$ cat config.mk
export PLATFORM = sky130hd
export DESIGN_NAME = etf_coord
export DESIGN_NICKNAME = d
export VERILOG_FILES = /design/src/escape_time_fractal_iteration_defines.svh /design/src/etf_pkg.sv /design/src/etf_coord.sv
export SDC_FILE = /design/constraint.sdc
export NUM_CORES = 2
export LEC_CHECK = 0
export BUFFER_PORTS_ARGS = -buffer_cell sky130_fd_sc_hd__buf_4
export CAP_MARGIN = 20
export CORE_ASPECT_RATIO = 0.6
export CORE_MARGIN = 5
export CORE_UTILIZATION = 50
export DETAILED_ROUTE_END_ITERATION = 7
export GPL_TIMING_DRIVEN = 0
export PLACE_DENSITY = 0.76
export SLEW_MARGIN = 15
export SYNTH_ARGS = -nofsm -noshare
export SYNTH_HDL_FRONTEND = slang
export SYNTH_SLANG_ARGS = --single-unit
$ cat constraint.sdc
create_clock -name clock -period 9.4 [get_ports clock]
set_input_delay 1.88 -clock clock [delete_from_list [all_inputs] [get_ports clock]]
set_output_delay 1.88 -clock clock [all_outputs]
set_load 0.02 [all_outputs]
$ cat src/escape_time_fractal_iteration_defines.svh
// assertion macros shared by the escape-time fractal design
// the clock and reset names of the asserting module are used directly
`ifndef ESCAPE_TIME_FRACTAL_ITERATION_DEFINES_SVH
`define ESCAPE_TIME_FRACTAL_ITERATION_DEFINES_SVH

// same-cycle implication
`define ETF_ASSERT_IMPLIES(label, ante, cons, msg) \
   label: assert property (@(posedge clock) disable iff (reset) (ante) |-> (cons)) \
      else $error(msg);

// next-cycle implication
`define ETF_ASSERT_NEXT(label, ante, cons, msg) \
   label: assert property (@(posedge clock) disable iff (reset) (ante) |=> (cons)) \
      else $error(msg);

`endif

$ cat src/etf_pkg.sv
// types, constants and helpers for the escape-time fractal engine
// no dependencies
`default_nettype none

package etf_pkg;

   typedef logic signed [31:0] etf_fix_type;
   typedef logic [15:0]        etf_count_type;

   typedef struct packed {
      logic [11:0] pixel_row;
      logic [11:0] pixel_col;
   } etf_req_type;

   typedef struct packed {
      logic [7:0] color_index;
   } etf_rsp_type;

   // word travelling around the ring of cells
   typedef struct packed {
      logic          tok;
      logic          run;
      etf_count_type count;
      etf_fix_type   zre;
      etf_fix_type   zim;
   } etf_word_type;

   typedef enum logic [2:0] {
      REG_MODE_SELECT      = 3'd0,
      REG_ORIGIN_REAL      = 3'd1,
      REG_ORIGIN_IMAG      = 3'd2,
      REG_PIXEL_STEP       = 3'd3,
      REG_ITERATION_LIMIT  = 3'd4,
      REG_JULIA_CONST_REAL = 3'd5,
      REG_JULIA_CONST_IMAG = 3'd6
   } etf_reg_type;

   typedef enum logic [1:0] {
      ST_IDLE,
      ST_MAP,
      ST_RUN
   } etf_state_type;

   // 4.0 in Q8.56
   localparam logic [63:0] ESCAPE_MAG = 64'h0400_0000_0000_0000;

   localparam logic signed [63:0] SAT_HI  = 64'sh0000_0000_7FFF_FFFF;
   localparam logic signed [63:0] SAT_LO  = 64'shFFFF_FFFF_8000_0000;
   localparam etf_fix_type        FIX_MAX = 32'sh7FFF_FFFF;
   localparam etf_fix_type        FIX_MIN = 32'sh8000_0000;

   function automatic etf_fix_type sat32(input logic signed [63:0] value);
      etf_fix_type result;
      if (value > SAT_HI) begin
         result = FIX_MAX;
      end else if (value < SAT_LO) begin
         result = FIX_MIN;
      end else begin
         result = value[31:0];
      end
      return result;
   endfunction

endpackage

`default_nettype wire

$ cat src/etf_coord.sv
// pixel index to complex point mapping, two register stages
// uses etf_pkg
`default_nettype none

module etf_coord (
   input  wire logic                 clock,
   input  wire logic                 reset,
   input  wire logic                 start,
   input  wire logic [11:0]          row,
   input  wire logic [11:0]          col,
   input  wire etf_pkg::etf_fix_type origin_re,
   input  wire etf_pkg::etf_fix_type origin_im,
   input  wire logic [30:0]          step,
   output logic                      done,
   output etf_pkg::etf_fix_type      point_re,
   output etf_pkg::etf_fix_type      point_im
);

   logic                 prod_vld_ff, prod_vld_in;
   logic [42:0]          prod_re_ff, prod_re_in;
   logic [42:0]          prod_im_ff, prod_im_in;
   logic                 point_vld_ff, point_vld_in;
   etf_pkg::etf_fix_type point_re_ff, point_re_in;
   etf_pkg::etf_fix_type point_im_ff, point_im_in;
   logic signed [44:0]   sum_re;
   logic signed [44:0]   sum_im;

   assign prod_vld_in = start;
   assign prod_re_in  = 43'(col) * 43'(step);
   assign prod_im_in  = 43'(row) * 43'(step);

   assign sum_re = $signed({2'b00, prod_re_ff}) + 45'(origin_re);
   assign sum_im = $signed({2'b00, prod_im_ff}) + 45'(origin_im);

   assign point_vld_in = prod_vld_ff;
   assign point_re_in  = etf_pkg::sat32(64'(sum_re));
   assign point_im_in  = etf_pkg::sat32(64'(sum_im));

   always_ff @(posedge clock) begin
      if (reset) begin
         prod_vld_ff  <= 1'b0;
         point_vld_ff <= 1'b0;
      end else begin
         prod_vld_ff  <= prod_vld_in;
         point_vld_ff <= point_vld_in;
      end
   end

   always_ff @(posedge clock) begin
      prod_re_ff  <= prod_re_in;
      prod_im_ff  <= prod_im_in;
      point_re_ff <= point_re_in;
      point_im_ff <= point_im_in;
   end

   assign done     = point_vld_ff;
   assign point_re = point_re_ff;
   assign point_im = point_im_ff;

endmodule

`default_nettype wire

==> results.toml <==
[clock_tree]
cts.sinks = 152
path_clk_slew_ps = 70
insertion_delay_ps = 470
htree_levels = 4
clock_path_buffers = 2
cts_made_buffers = 17
cts_setup_buffers = 0
clock-root-buffer = "clkbuf_16"
tritoncts = "done"
cts_hold_buf = 0
ctsResizeCount = 0

[floorplan]
pin_count = 187
start_util_pct = 50.81
die_x_um = 332.2
dieHeight_um = 203.3
dieArea_sq_mm = 0.06756
rows = 70
coreArea_sq_mm = 0.06131

[drt]
dr.pass1.iters = 5
wl_met1_mm = 38.22
drt_wl_total_mm = 85.31
vias = 25790
top_layer_used = "met5"
wl_met2_mm = 33.92
drtIter0Drc = 2289
vias_per_cell = 5.452
avgRoutedWirePerCell_um = 18.03
wl_met3_mm = 12.37
drc = 0
detail-route-antenna-nets = 0

[timing]
setup_violations = 0
finalHoldViolCount = 0
worst_pin_slew_ps = 1049
min_period_over_period_pct = 90.02
skew_ps = 11.35
layout_setup_ws_ps = 938.6
drv_slew = 0
fin_crit_ps = 8461
max_slew_margin_pct = 29.15
hold_ws_ps = 435.7
max_freq_mhz = 118.2
fin_setup_tns_ps = 0
rsz0062_at_grt = "no"

[worst_setup_path]
rrSetupSlack_ps = 4100
r2r_cells = 13
r2r-end = "point_im[27]"
critPathLaunchType = "primary input"
path_class = "in -> reg"
crit_path_end_kind = "flop"
r2r-start = "prod_im_ff[2]"
worst_ep_required_time_ps = 9790
cp_max_fo = 10
endpoint = "prod_im_ff[36]"
arrival_ps = 8850
startpoint = "row[4]"

[synthesis]
synth-seq-cells = 152
netlist_area_sq_mm = 0.03115
yosysWarningCount = 0
synth_top_area_cell = "fa_1"
synth.area.top_cells = "fa_1 (37%), ha_1 (10%), dfxtp_1 (9.8%)"
synthArstFlopShare_pct = 0
avgSynthCellArea_sq_um = 8.465
synth-edff-count = 0
synth_ff_type = "dfxtp_1"
synth_commonest_cells = "inv_1 (696), nand2_1 (614), fa_1 (582)"
seq_area_frac_synth_pct = 9.768
synth_most_common_cell = "inv_1"
yosysTopAreaCellShare_pct = 37.40
synth_nets = 4634
synth_cells = 3680
yosysUniqueCellTypes = 71

[final_layout]
final_util_pct = 55.81
nNetsFinal = 4839
synthToLayoutAreaGrowth_pct = 9.844
drive_above_1_share_pct = 6.337
final_cells = 4731

[place]
place_ws_ps = 719.7
port-buffer-count = 186
dp_hpwl_mm = 72.16
place_inst = 4694
place_congestion = 0.9791

[outcome]
outcome = "completed"

[global_routing]
grt_pass1_vias = 25580
track_usage_pct = 25.54
grt_max_degree = 17
antenna_found_initial = 6
grt_first_pass_wirelength_mm = 136.9
overflow = 0

[run]
max_cap_violations = 0

[power_and_ir_drop]
vdd_drop_max_v = 0.0003776
leakagePower_nw = 17.16
p_per_area_mw_per_mm2 = 378.0

[hold_path]
hp-class = "reg -> reg"
==> worst min-delay path by stage <==
stage                     slack (ps)         start  endpoint  cells after the start
after global routing             450  point_vld_in      done                      1
after global placement           420  point_vld_in      done                      1
after CTS                        440  point_vld_in      done                      1
final                            440  point_vld_in      done                      1
after floorplan                  410  point_vld_in      done                      1
after detailed placement         420  point_vld_in      done                      1
==> state kept, by name (all words and copies together) (netlist names) <==
signal,flops
point_re,32
point_vld_in,1
done,1
prod_im_ff,43
point_im,32
prod_re_ff,43
==> critical path, stage by stage <==
cell	delay [ps]
buf_4	170
clkbuf_1	720
nand2_1	170
fa_1	570
fa_1	440
fa_1	570
inv_1	60
fa_1	480
inv_1	50
fa_1	470
inv_1	40
ha_1	190
or3_1	360
o31ai_1	420
nand3_1	240
a31o_2	290
o21ai_0	510
o221ai_1	410
a21bo_2	310
a21o_1	170
a21oi_1	170
xnor2_1	150
==> cells in the final DEF, fill, tap and decap left out, types with 22 or more instances in the layout <==
cell type,n
inv_1,696
nand2_1,614
fa_1,582
ha_1,250
and2_1,218
buf_4,186
clkbuf_1,167
a21oi_1,162
dfxtp_1,152
o21ai_0,128
xnor2_1,88
nor2_1,86
a21o_1,69
xor2_1,61
nand3_1,34
o21ai_1,32
o21a_1,29
nand4_1,25
o21bai_1,23
nor2b_1,22
a211oi_1,22
nor3_1,22
==> per-layer routing <==
layer  vias to the layer above  GRT usage (%)
li1                      11830              -
met1                     12790          37.78
met2                      1103          35.32
met3                        65          11.14
met4                         6          3.549
met5                         -         0.8511
==> kinds of logic (layout without fill, tap and decap cells) <==
kind of cell             Yosys count  after routing  share of synthesized area, %
AND/OR/NAND/NOR                 1105           1105                         16.52
buffers and inverters            871           1089                         10.59
adder cells (fa/ha/maj)          832            832                         47.44
AO/OA/AOI/OAI                    568            568                         11.39
flip-flops                       152            152                         9.768
XOR/XNOR                         149            149                         4.189
multiplexers                       3              3                        0.1004
other                              0              5                             0
==> stage by stage <==
stage          total power [mW]  instance area [sq um]
6_report                  12.93                  34220
5_1_grt                   14.55                  34210
4_1_cts                   12.92                  34210
3_5_place_dp              12.04                  33580
3_3_place_gp              11.84                  33580
2_1_floorplan             9.695                  31150
==> layout make-up <==
type,count,area [sq um]
Multi-Input combinational cell,2657,24810
Antenna cell,5,12.51
Clock inverter,12,165.2
Clock buffer,20,456.7
Timing Repair Buffer,186,1396
Inverter,696,2613
Tap cell,828,1036
Buffer,175,685.7
Sequential cell,152,3043
Fill cell,5622,27090
==> report_power, final <==
group	total, mW	switching, mW	internal [mW]
Clock	0.755	0.320	0.435
Combinational	11.0	6.28	4.67
Sequential	1.22	0.100	1.12
Total	12.9	6.70	6.23
Power figures use the tool's default switching activity.
